### src/hw/rtl/mesc_pkg.sv
package mesc_pkg;

   // widths fixed by the register map and the word fields
   localparam int SAMPLE_W    = 16;
   localparam int SEL_W       = 20;
   localparam int FLUSH_W     = 8;
   localparam int COUNT_W     = 16;
   localparam int IDX_W       = 3;
   localparam int CSR_INDEX_W = 2;

   // defaults for the top level parameters
   localparam int NUM_ENCODERS_DEF = 5;
   localparam int PORT_COUNT_DEF   = 2;

   // at most this many result words per sample
   localparam int MAX_RESULTS = 10;
   localparam int RES_CNT_W   = $clog2(MAX_RESULTS + 1);

   localparam logic [FLUSH_W-1:0] FLUSH_RESET = 8'd200;
   localparam logic [FLUSH_W-1:0] IDLE_MAX    = 8'd255;

   typedef logic signed [COUNT_W-1:0] count_type;

   localparam count_type COUNT_MAX = 16'sh7fff;
   localparam count_type COUNT_MIN = 16'sh8000;

   typedef enum logic [CSR_INDEX_W-1:0] {
      CSR_A_SEL  = 2'd0,
      CSR_B_SEL  = 2'd1,
      CSR_SW_SEL = 2'd2,
      CSR_FLUSH  = 2'd3
   } csr_index_type;

   localparam logic EVT_SWITCH   = 1'b0;
   localparam logic EVT_ROTATION = 1'b1;

   // 4-bit sample bit index of one encoder's pin; past the register it reads 0
   function automatic logic [3:0] pin_index(input logic [SEL_W-1:0] sel, input int enc);
      logic [3:0] idx;
      idx = '0;
      if (enc < SEL_W / 4) begin
         idx = sel[enc*4 +: 4];
      end
      return idx;
   endfunction

endpackage

### src/hw/rtl/mesc_count_mem.sv
module mesc_count_mem
   import mesc_pkg::*;
#(
   parameter int DEPTH  = NUM_ENCODERS_DEF,
   parameter int ADDR_W = 3
) (
   input  logic              clock,
   input  logic              reset,
   input  logic              rd_en,
   input  logic [ADDR_W-1:0] rd_addr,
   output count_type         rd_data,
   input  logic              wr_en,
   input  logic [ADDR_W-1:0] wr_addr,
   input  count_type         wr_data
);

   count_type          cnt_mem [DEPTH];
   logic [DEPTH-1:0]   vld_ff;
   count_type          rd_q_ff;
   logic               rd_vld_ff;

   // entries never written since reset read as zero
   always_ff @(posedge clock) begin
      if (reset) begin
         vld_ff <= '0;
      end else if (wr_en) begin
         vld_ff[wr_addr] <= 1'b1;
      end
   end

   always_ff @(posedge clock) begin
      if (wr_en) begin
         cnt_mem[wr_addr] <= wr_data;
      end
   end

   always_ff @(posedge clock) begin
      if (rd_en) begin
         rd_q_ff   <= cnt_mem[rd_addr];
         rd_vld_ff <= vld_ff[rd_addr];
      end
   end

   assign rd_data = rd_vld_ff ? rd_q_ff : '0;

endmodule

### src/hw/rtl/mesc_pin_map.sv
module mesc_pin_map
   import mesc_pkg::*;
#(
   parameter int NUM_ENCODERS = NUM_ENCODERS_DEF
) (
   input  logic [SAMPLE_W-1:0]     sample,
   input  logic [SAMPLE_W-1:0]     prev_sample,
   input  logic [SEL_W-1:0]        a_sel,
   input  logic [SEL_W-1:0]        b_sel,
   input  logic [SEL_W-1:0]        sw_sel,
   output logic [NUM_ENCODERS-1:0] b_chg,
   output logic [NUM_ENCODERS-1:0] a_lvl,
   output logic [NUM_ENCODERS-1:0] sw_chg,
   output logic [NUM_ENCODERS-1:0] sw_lvl
);

   logic [SAMPLE_W-1:0] changed;

   assign changed = sample ^ prev_sample;

   // every encoder picks its own pins, shared pins included
   always_comb begin
      for (int e = 0; e < NUM_ENCODERS; e++) begin
         b_chg[e]  = changed[pin_index(b_sel, e)];
         a_lvl[e]  = sample[pin_index(a_sel, e)];
         sw_chg[e] = changed[pin_index(sw_sel, e)];
         sw_lvl[e] = sample[pin_index(sw_sel, e)];
      end
   end

endmodule

### src/hw/rtl/multi_encoder_scanner.sv
// channel   dir  handshake             payload
// req       in   req_valid/req_stall   req_pin_sample
// rsp       out  rsp_valid/rsp_stall   rsp_event_kind, rsp_encoder_index, rsp_switch_level,
//                                      rsp_rotation_count, rsp_last_event
// csr       in   csr_write             csr_index, csr_data
//
// one sample at a time; the first sample after reset only primes the previous sample
// a later sample is accepted, then every encoder count gets a read-modify-write, then the
// switch words go out (a decision step when there are none), then each flushed count is
// read, sent and cleared
// reset is synchronous and active high; counts start at zero through the memory valid bits
// a stalled rsp word holds in the output register; req_stall is high while a sample is at work
module multi_encoder_scanner
   import mesc_pkg::*;
#(
   parameter int NUM_ENCODERS = NUM_ENCODERS_DEF,
   parameter int PORT_COUNT   = PORT_COUNT_DEF
) (
   input  logic                   clock,
   input  logic                   reset,
   // sample channel
   input  logic                   req_valid,
   output logic                   req_stall,
   input  logic [SAMPLE_W-1:0]    req_pin_sample,
   // event channel
   output logic                   rsp_valid,
   input  logic                   rsp_stall,
   output logic                   rsp_event_kind,
   output logic [IDX_W-1:0]       rsp_encoder_index,
   output logic                   rsp_switch_level,
   output logic signed [COUNT_W-1:0] rsp_rotation_count,
   output logic                   rsp_last_event,
   // register writes
   input  logic                   csr_write,
   input  logic [CSR_INDEX_W-1:0] csr_index,
   input  logic [SEL_W-1:0]       csr_data
);

   localparam int ENC_W = (NUM_ENCODERS > 1) ? $clog2(NUM_ENCODERS) : 1;
   localparam logic [SAMPLE_W-1:0] PORT_MASK = SAMPLE_W'((32'd1 << (8 * PORT_COUNT)) - 32'd1);
   localparam logic [ENC_W-1:0] LAST_ENC = ENC_W'(NUM_ENCODERS - 1);
   localparam logic [RES_CNT_W-1:0] RES_LAST = RES_CNT_W'(MAX_RESULTS - 1);
   localparam logic [RES_CNT_W-1:0] RES_FULL = RES_CNT_W'(MAX_RESULTS);

   typedef enum logic [2:0] {
      ST_IDLE,
      ST_UPDATE,
      ST_SWITCH,
      ST_FL_READ,
      ST_FL_EMIT
   } state_type;

   // control and configuration
   state_type                 state_ff, state_in;
   logic [SEL_W-1:0]          a_sel_ff, a_sel_in;
   logic [SEL_W-1:0]          b_sel_ff, b_sel_in;
   logic [SEL_W-1:0]          sw_sel_ff, sw_sel_in;
   logic [FLUSH_W-1:0]        flush_ff, flush_in;
   logic [SAMPLE_W-1:0]       prev_ff, prev_in;
   logic                      primed_ff, primed_in;
   logic [FLUSH_W-1:0]        idle_ff, idle_in;
   // per-sample work
   logic [ENC_W-1:0]          enc_ff, enc_in;
   logic                      rd_more_ff, rd_more_in;
   logic                      wb_pend_ff, wb_pend_in;
   logic [ENC_W-1:0]          wb_enc_ff, wb_enc_in;
   logic [ENC_W-1:0]          fl_enc_ff, fl_enc_in;
   logic [NUM_ENCODERS-1:0]   b_chg_ff, b_chg_in;
   logic [NUM_ENCODERS-1:0]   a_lvl_ff, a_lvl_in;
   logic [NUM_ENCODERS-1:0]   sw_pend_ff, sw_pend_in;
   logic [NUM_ENCODERS-1:0]   sw_lvl_ff, sw_lvl_in;
   logic [NUM_ENCODERS-1:0]   rot_pend_ff, rot_pend_in;
   logic                      rot_any_ff, rot_any_in;
   logic                      do_flush_ff, do_flush_in;
   logic [RES_CNT_W-1:0]      n_cnt_ff, n_cnt_in;
   // output register
   logic                      rsp_valid_ff, rsp_valid_in;
   logic                      rsp_kind_ff, rsp_kind_in;
   logic [IDX_W-1:0]          rsp_idx_ff, rsp_idx_in;
   logic                      rsp_lvl_ff, rsp_lvl_in;
   count_type                 rsp_cnt_ff, rsp_cnt_in;
   logic                      rsp_last_ff, rsp_last_in;

   // pin decode of the incoming word
   logic [SAMPLE_W-1:0]       sample;
   logic [NUM_ENCODERS-1:0]   map_b_chg, map_a_lvl, map_sw_chg, map_sw_lvl;

   // count memory port
   logic                      mem_rd_en;
   logic [ENC_W-1:0]          mem_rd_addr;
   count_type                 mem_rd_data;
   logic                      mem_wr_en;
   logic [ENC_W-1:0]          mem_wr_addr;
   count_type                 mem_wr_data;

   // helpers
   logic                      slot_free;
   count_type                 upd_cnt;
   logic [ENC_W-1:0]          sw_low, rot_low;
   logic [NUM_ENCODERS-1:0]   sw_rest, rot_rest;
   logic [FLUSH_W-1:0]        idle_base, idle_next;
   logic                      rot_left;

   assign sample = req_pin_sample & PORT_MASK;

   mesc_pin_map #(
      .NUM_ENCODERS (NUM_ENCODERS)
   ) u_pin_map (
      .sample      (sample),
      .prev_sample (prev_ff),
      .a_sel       (a_sel_ff),
      .b_sel       (b_sel_ff),
      .sw_sel      (sw_sel_ff),
      .b_chg       (map_b_chg),
      .a_lvl       (map_a_lvl),
      .sw_chg      (map_sw_chg),
      .sw_lvl      (map_sw_lvl)
   );

   mesc_count_mem #(
      .DEPTH  (NUM_ENCODERS),
      .ADDR_W (ENC_W)
   ) u_count_mem (
      .clock   (clock),
      .reset   (reset),
      .rd_en   (mem_rd_en),
      .rd_addr (mem_rd_addr),
      .rd_data (mem_rd_data),
      .wr_en   (mem_wr_en),
      .wr_addr (mem_wr_addr),
      .wr_data (mem_wr_data)
   );

   // lowest pending encoder of each kind
   always_comb begin
      sw_low  = '0;
      rot_low = '0;
      for (int i = NUM_ENCODERS - 1; i >= 0; i--) begin
         if (sw_pend_ff[i]) begin
            sw_low = ENC_W'(i);
         end
         if (rot_pend_ff[i]) begin
            rot_low = ENC_W'(i);
         end
      end
   end

   always_comb begin
      sw_rest          = sw_pend_ff;
      sw_rest[sw_low]  = 1'b0;
      rot_rest         = rot_pend_ff;
      rot_rest[fl_enc_ff] = 1'b0;
   end

   // saturating step of the entry read last cycle
   always_comb begin
      upd_cnt = mem_rd_data;
      if (b_chg_ff[wb_enc_ff]) begin
         if (!a_lvl_ff[wb_enc_ff]) begin
            if (mem_rd_data != COUNT_MAX) begin
               upd_cnt = mem_rd_data + 16'sd1;
            end
         end else begin
            if (mem_rd_data != COUNT_MIN) begin
               upd_cnt = mem_rd_data - 16'sd1;
            end
         end
      end
   end

   // idle tick counter: cleared by rotation, saturating
   always_comb begin
      idle_base = rot_any_ff ? '0 : idle_ff;
      idle_next = (idle_base == IDLE_MAX) ? IDLE_MAX : idle_base + 8'd1;
   end

   assign slot_free = !rsp_valid_ff || !rsp_stall;
   assign rot_left  = do_flush_ff && (rot_pend_ff != '0);

   always_comb begin
      state_in     = state_ff;
      a_sel_in     = a_sel_ff;
      b_sel_in     = b_sel_ff;
      sw_sel_in    = sw_sel_ff;
      flush_in     = flush_ff;
      prev_in      = prev_ff;
      primed_in    = primed_ff;
      idle_in      = idle_ff;
      enc_in       = enc_ff;
      rd_more_in   = rd_more_ff;
      wb_pend_in   = 1'b0;
      wb_enc_in    = wb_enc_ff;
      fl_enc_in    = fl_enc_ff;
      b_chg_in     = b_chg_ff;
      a_lvl_in     = a_lvl_ff;
      sw_pend_in   = sw_pend_ff;
      sw_lvl_in    = sw_lvl_ff;
      rot_pend_in  = rot_pend_ff;
      rot_any_in   = rot_any_ff;
      do_flush_in  = do_flush_ff;
      n_cnt_in     = n_cnt_ff;
      rsp_valid_in = rsp_valid_ff && rsp_stall;
      rsp_kind_in  = rsp_kind_ff;
      rsp_idx_in   = rsp_idx_ff;
      rsp_lvl_in   = rsp_lvl_ff;
      rsp_cnt_in   = rsp_cnt_ff;
      rsp_last_in  = rsp_last_ff;
      mem_rd_en    = 1'b0;
      mem_rd_addr  = enc_ff;
      mem_wr_en    = 1'b0;
      mem_wr_addr  = wb_enc_ff;
      mem_wr_data  = upd_cnt;

      if (csr_write) begin
         unique case (csr_index_type'(csr_index))
            CSR_A_SEL:  a_sel_in  = csr_data;
            CSR_B_SEL:  b_sel_in  = csr_data;
            CSR_SW_SEL: sw_sel_in = csr_data;
            CSR_FLUSH:  flush_in  = csr_data[FLUSH_W-1:0];
            default:    ;
         endcase
      end

      unique case (state_ff)
         ST_IDLE: begin
            if (req_valid) begin
               prev_in = sample;
               if (primed_ff) begin
                  // latch pin decode, then sweep the count memory
                  b_chg_in    = map_b_chg;
                  a_lvl_in    = map_a_lvl;
                  sw_pend_in  = map_sw_chg;
                  sw_lvl_in   = map_sw_lvl;
                  rot_any_in  = |map_b_chg;
                  rot_pend_in = '0;
                  n_cnt_in    = '0;
                  enc_in      = '0;
                  rd_more_in  = 1'b1;
                  state_in    = ST_UPDATE;
               end else begin
                  primed_in = 1'b1;
               end
            end
         end

         ST_UPDATE: begin
            // read of entry k overlaps write-back of entry k - 1
            if (rd_more_ff) begin
               mem_rd_en   = 1'b1;
               mem_rd_addr = enc_ff;
               wb_pend_in  = 1'b1;
               wb_enc_in   = enc_ff;
               if (enc_ff == LAST_ENC) begin
                  rd_more_in = 1'b0;
               end else begin
                  enc_in = enc_ff + 1'b1;
               end
            end
            if (wb_pend_ff) begin
               mem_wr_en   = 1'b1;
               mem_wr_addr = wb_enc_ff;
               mem_wr_data = upd_cnt;
               rot_pend_in[wb_enc_ff] = (upd_cnt != '0);
            end
            if (!rd_more_ff) begin
               // last write-back: settle the idle counter and the flush
               if (idle_next >= flush_ff) begin
                  do_flush_in = 1'b1;
                  idle_in     = '0;
               end else begin
                  do_flush_in = 1'b0;
                  idle_in     = idle_next;
               end
               state_in = ST_SWITCH;
            end
         end

         ST_SWITCH: begin
            if (sw_pend_ff == '0 || n_cnt_ff == RES_FULL) begin
               state_in = rot_left ? ST_FL_READ : ST_IDLE;
            end else if (slot_free) begin
               rsp_valid_in = 1'b1;
               rsp_kind_in  = EVT_SWITCH;
               rsp_idx_in   = IDX_W'(sw_low);
               rsp_lvl_in   = sw_lvl_ff[sw_low];
               rsp_cnt_in   = '0;
               rsp_last_in  = ((sw_rest == '0) && !rot_left) || (n_cnt_ff == RES_LAST);
               n_cnt_in     = n_cnt_ff + 1'b1;
               sw_pend_in   = sw_rest;
               if (sw_rest == '0) begin
                  state_in = rot_left ? ST_FL_READ : ST_IDLE;
               end
            end
         end

         ST_FL_READ: begin
            mem_rd_en   = 1'b1;
            mem_rd_addr = rot_low;
            fl_enc_in   = rot_low;
            state_in    = ST_FL_EMIT;
         end

         ST_FL_EMIT: begin
            // counts past the word limit are cleared without a word
            if (n_cnt_ff == RES_FULL || slot_free) begin
               if (n_cnt_ff != RES_FULL) begin
                  rsp_valid_in = 1'b1;
                  rsp_kind_in  = EVT_ROTATION;
                  rsp_idx_in   = IDX_W'(fl_enc_ff);
                  rsp_lvl_in   = 1'b0;
                  rsp_cnt_in   = mem_rd_data;
                  rsp_last_in  = (rot_rest == '0) || (n_cnt_ff == RES_LAST);
                  n_cnt_in     = n_cnt_ff + 1'b1;
               end
               mem_wr_en   = 1'b1;
               mem_wr_addr = fl_enc_ff;
               mem_wr_data = '0;
               rot_pend_in = rot_rest;
               state_in    = (rot_rest == '0) ? ST_IDLE : ST_FL_READ;
            end
         end

         default: state_in = ST_IDLE;
      endcase
   end

   always_ff @(posedge clock) begin
      if (reset) begin
         state_ff     <= ST_IDLE;
         a_sel_ff     <= '0;
         b_sel_ff     <= '0;
         sw_sel_ff    <= '0;
         flush_ff     <= FLUSH_RESET;
         prev_ff      <= '0;
         primed_ff    <= 1'b0;
         idle_ff      <= '0;
         rd_more_ff   <= 1'b0;
         wb_pend_ff   <= 1'b0;
         rot_pend_ff  <= '0;
         sw_pend_ff   <= '0;
         rot_any_ff   <= 1'b0;
         do_flush_ff  <= 1'b0;
         n_cnt_ff     <= '0;
         rsp_valid_ff <= 1'b0;
      end else begin
         state_ff     <= state_in;
         a_sel_ff     <= a_sel_in;
         b_sel_ff     <= b_sel_in;
         sw_sel_ff    <= sw_sel_in;
         flush_ff     <= flush_in;
         prev_ff      <= prev_in;
         primed_ff    <= primed_in;
         idle_ff      <= idle_in;
         rd_more_ff   <= rd_more_in;
         wb_pend_ff   <= wb_pend_in;
         rot_pend_ff  <= rot_pend_in;
         sw_pend_ff   <= sw_pend_in;
         rot_any_ff   <= rot_any_in;
         do_flush_ff  <= do_flush_in;
         n_cnt_ff     <= n_cnt_in;
         rsp_valid_ff <= rsp_valid_in;
      end
   end

   // payload registers, no reset
   always_ff @(posedge clock) begin
      enc_ff      <= enc_in;
      wb_enc_ff   <= wb_enc_in;
      fl_enc_ff   <= fl_enc_in;
      b_chg_ff    <= b_chg_in;
      a_lvl_ff    <= a_lvl_in;
      sw_lvl_ff   <= sw_lvl_in;
      rsp_kind_ff <= rsp_kind_in;
      rsp_idx_ff  <= rsp_idx_in;
      rsp_lvl_ff  <= rsp_lvl_in;
      rsp_cnt_ff  <= rsp_cnt_in;
      rsp_last_ff <= rsp_last_in;
   end

   assign req_stall          = (state_ff != ST_IDLE);
   assign rsp_valid          = rsp_valid_ff;
   assign rsp_event_kind     = rsp_kind_ff;
   assign rsp_encoder_index  = rsp_idx_ff;
   assign rsp_switch_level   = rsp_lvl_ff;
   assign rsp_rotation_count = rsp_cnt_ff;
   assign rsp_last_event     = rsp_last_ff;

endmodule
### config.mk
export PLATFORM = sky130hd
export DESIGN_NAME = multi_encoder_scanner
export DESIGN_NICKNAME = d
export VERILOG_FILES = /design/src/hw/rtl/mesc_pkg.sv /design/src/hw/rtl/mesc_count_mem.sv /design/src/hw/rtl/mesc_pin_map.sv /design/src/hw/rtl/multi_encoder_scanner.sv
export SDC_FILE = /design/constraint.sdc
export NUM_CORES = 1
export LEC_CHECK = 0
export ABC_AREA = 1
export BUFFER_PORTS_ARGS = -buffer_cell sky130_fd_sc_hd__buf_2
export CORE_MARGIN = 3
export CORE_UTILIZATION = 62
export CTS_CLUSTER_DIAMETER = 60
export DETAILED_ROUTE_END_ITERATION = 10
export GPL_ROUTABILITY_DRIVEN = 0
export GPL_TIMING_DRIVEN = 0
export PLACE_DENSITY = 0.89
export RECOVER_POWER = 100
export SLEW_MARGIN = 5
export SYNTH_ARGS = -nofsm -noshare
export SYNTH_HDL_FRONTEND = slang
export SYNTH_SLANG_ARGS = --single-unit
export TNS_END_PERCENT = 1
### constraint.sdc
create_clock -name clock -period 3.8 [get_ports clock]
set_input_delay 0.19 -clock clock [delete_from_list [all_inputs] [get_ports clock]]
set_output_delay 0.19 -clock clock [all_outputs]
set_load 0.005 [all_outputs]
==> results by stage <==
Yosys:
- The Yosys step of the flow raised 0 warnings.
- Synthesis handed over a netlist of 1964 instances.
- The average instance in the mapped netlist occupies 7.73 sq um.
- The share of synthesized area in the top cell type comes to 0.283.
- In the synthesized netlist the dominant register cell turns out to be edfxtp_1.
- The distinct cell type count after synthesis is 56.
- The synthesized design contains 263 register bits.
- The synthesized netlist occupies a cell area of 0.0152 sq mm.
- The number of nets handed over by synthesis was 2023.
- Yosys mapped a number of flops with a built-in enable equal to 143.
- For this run, asynchronously set or reset flops after synthesis account for 0.
- The most area-hungry cell type in the Yosys netlist is edfxtp_1.
- Sorting the synthesized cells by area gives the leading types as edfxtp_1 28%, dfxtp_1 16%, nand2_1 7.9%.
- For this run, the register share of the synthesized area comes to 0.441.

Critical path:
- In this run the register-to-register setup slack is 0.33 ns.
- Data on the critical path arrives at its endpoint at 3.74 ns.
- The kind of end point of the critical path is a register.
- The endpoint required time on the critical path is 4.08 ns.
- The critical path launch point type is a register.
- In this run the critical register-to-register path is captured at u_count_mem.rd_q_ff[7]$_DFFE_PP_.
- For the worst flop-to-flop path, the logic depth is 9.
- The type of the worst setup path is reg -> reg.
- The worst-path maximum fanout is 10.
- The origin of the critical flop-to-flop path is state_ff[1]$_SDFFE_PP0P_.

Detailed routing:
- The number of antenna-violating nets in the routed design is 0.
- The total number of vias is 15500.
- For this run, design rule violations remaining after detail routing come to 0.
- The first-iteration detailed-routing DRC count is 3072.
- The routed wire length per instance is 19.6 microns.
- After detailed routing, the number of vias per cell comes to 6.39.
- For this run, the detailed router's first-pass iteration total came to 8.
- The wire length after detailed routing is 47500 microns.

STA:
- For the finished layout, the period the worst path requires is 3.47 ns.
- The count of final max-slew check failures is 0.
- The final setup TNS is 0 ns.
- Setup violations remaining at the end of the flow were counted as 0.
- For the pin with the worst max-slew slack, the measured transition is 1.43 ns.
- Setup repair after global routing left no endpoint under its margin.
- The fraction of the cycle the final worst path needs is 0.912.
- The worst pin sits at a relative slew slack of 0.0403.
- Once routing completed, OpenROAD measured the worst setup slack at 0.335 ns.
- The worst hold slack is 0.0363 ns.
- The highest clock frequency the design can meet is 289 MHz.
- The number of failing hold endpoints at the final stage is 0.
- The worst clock skew is 0.0155 ns.

Finish:
- The number of fillers in the final layout is 1741.
- At the end of the flow, the number of nets in the layout was 2148.
- The number of antenna cells inserted is 0.
- Once layout is complete, the utilization of the core stands at 0.719.
- The final design area excluding fillers is 0.0171 sq mm.
- For this run, the number of standard cells in the final layout without fillers is 2431.
- The area growth from synthesis to layout is 12.6%.
- In the final layout, the share of cells above drive strength 1 is 0.0928.

Pwr:
- The completed layout was analyzed and its total power is 7.67 mW.
- The static leakage is 6.61 nW.
- VDD sags by at most 407 uV.
- For this design the ratio of total power to cell area is 449 mW/mm^2.

Clocking:
- At the later pin of the worst-skew pair, clock insertion delay measures 0.57 ns.
- In this run the clock root is driven by a clkbuf_16.
- In this run the deepest clock path goes through 3 buffers.
- TritonCTS built the clock tree.
- In this run the number of H-tree levels came out at 1.
- Buffers added to address setup during post-CTS repair amount to 0.
- The total number of clock tree sinks is 263.
- Counting the buffers created by CTS gives 29.
- After clock tree synthesis, the clock-pin slew on the worst setup and hold paths is 0.06 ns.

Hold path:
- The instance count along the most critical hold path is 3.
- The startpoint identified for the worst hold timing path is csr_data[1].
- The path with the worst hold slack has its endpoint at a_sel_ff[1]$_SDFFE_PP0P_.
- The tightest min-delay check is of the in -> reg type.

Global route:
- The global-route total usage across every layer is 0.348.
- The number of global-route vias before repair is 14100.
- The wire length of the first global-routing pass is 73400 microns.
- The number of antenna violations at the first check in global routing is 0.
- The total congestion overflow is 0.
- Entering global routing, the biggest net connects 18 pins.

Die:
- 67 I/O pins were placed.
- The initial cell density of the core is 0.639.
- The width of the die is 162 microns.
- The floorplan row count is 56.
- The floorplan step defined a die boundary enclosing 0.0264 sq mm.
- The height of the die is 162 microns.
- The area inside the core boundary is 0.0238 sq mm.

Placed design:
- Detailed placement finished with a half-perimeter wire length of 32400 microns.
- The pre-CTS setup slack is 0.587 ns.
- Once placement finished, the instance area stood at 0.0160 sq mm.
- The port buffer count is 63.
- The placed cell count is 2351.

Status:
- The run finished with clean final reports.

Job:
- The number of maximum-capacitance constraint violations is 0.
==> layout by cell type, fill, tap and decap left out, drive strengths merged <==
cell and n:
a211oi 8, a21boi 1, a21o 1, a21oi 200, a22oi 6, a31oi 18
and3 1, buf 71, bufinv 1, clkbuf 142, clkinv 16, clkinvlp 5
dfxtp 120, dlygate4sd3 26, edfxtp 143, ha 16, inv 159, nand2 346
nand3 126, nand3b 3, nand4 11, nor2 298, nor3 8, nor3b 1
nor4 1, o211ai 69, o21a 3, o21ai 240, o21bai 2, o221ai 12
o22ai 4, o311ai 18, o31ai 1, o41ai 1, or2 3, or3 4
xnor2 11, xor2 16
==> layout make-up <==
cell class / instances / area (sq um) / area share
buffer: 105 / 483 / 0.0283
clock buffer: 40 / 830 / 0.0485
clock inverter: 14 / 128 / 0.00747
inverter: 167 / 633 / 0.0370
multi-input combinational: 1429 / 7320 / 0.428
sequential: 263 / 6700 / 0.392
tap: 319 / 399 / 0.0234
timing repair buffer: 94 / 601 / 0.0351
==> worst max path at each step <==
stage,startpoint,endpoint,slack [ns],cells past startpoint
floorplan,state_ff[1]$_SDFFE_PP0P_,rsp_encoder_index[0]$_DFFE_PP_,0.82,6
global placement,n_cnt_ff[0]$_SDFFE_PP0P_,rsp_rotation_count[9]$_SDFFCE_PN0P_,0.27,7
detailed placement,rot_any_ff$_SDFFE_PP0P_,idle_ff[7]$_SDFFE_PP0P_,0.59,21
CTS,rot_any_ff$_SDFFE_PP0P_,idle_ff[7]$_SDFFE_PP0P_,0.52,21
global route,state_ff[1]$_SDFFE_PP0P_,u_count_mem.cnt_mem[0][9]$_DFFE_PP_,0.07,11
finish,state_ff[1]$_SDFFE_PP0P_,u_count_mem.rd_q_ff[7]$_DFFE_PP_,0.33,9
==> logic make-up after synthesis <==
logic type | Yosys count | synth area share
buffers and inverters | 272 | 0.0741
flip-flops | 263 | 0.441
adder cells (fa/ha/maj) | 16 | 0.0132
XOR/XNOR | 27 | 0.0156
AND/OR/NAND/NOR | 802 | 0.237
AO/OA/AOI/OAI | 584 | 0.219
==> Yosys cell counts (14+ instances only) <==
master and count:
nand2_1 320, nor2_1 277, o21ai_0 236, a21oi_1 196
edfxtp_1 143, inv_1 138, dfxtp_1 120, nand3_1 111
clkbuf_1 80, o211ai_1 69, a31oi_1 18, o311ai_0 18
ha_1 16, inv_2 16, xor2_1 16, nand2_2 14
nand3_2 14
==> critical path, cell delays in order, from the launching register on <==
cell and delay [ns]:
dfxtp_1 0.30, clkbuf_1 0.26, inv_1 0.11, nor2_1 0.56, inv_1 0.18, o21ai_1 0.67, inv_1 0.33, clkbuf_1 0.33
o21ai_0 0.29, a31oi_1 0.15
==> flip-flops by register name, indices dropped and copies added (netlist names), 4 cells and up <==
signal               flops
rsp_rotation_count      16
n_cnt_ff                 4
u_count_mem.vld_ff       5
u_count_mem.cnt_mem     80
sw_sel_ff               20
flush_ff                 8
rot_pend_ff              5
u_count_mem.rd_q_ff     16
idle_ff                  8
b_chg_ff                 5
sw_lvl_ff                5
a_sel_ff                20
sw_pend_ff               5
a_lvl_ff                 5
b_sel_ff                20
prev_ff                 16
==> per-layer routing <==
metal | up-vias | track usage | part of all wire
met5 | - | 0 | 0
met4 | 0 | 0.149 | 0.048
met3 | 255 | 0.102 | 0.16
met2 | 1270 | 0.537 | 0.44
met1 | 6965 | 0.459 | 0.36
li1 | 7046 | - | -
==> power breakdown <==
part | internal, mW | switching, mW | leakage [nW] | total (mW)
clock | 1.61 | 1.20 | 0.453 | 2.81
combinational | 0.457 | 1.12 | 3.85 | 1.58
sequential | 3.18 | 0.105 | 2.32 | 3.29
==> repair_timing <==
item,in CTS,in global routing
hold endpoints to repair,43,0
resized for setup,0,0
hold buffers,26,0
Note: power is estimated with default switching activity, not from simulation.
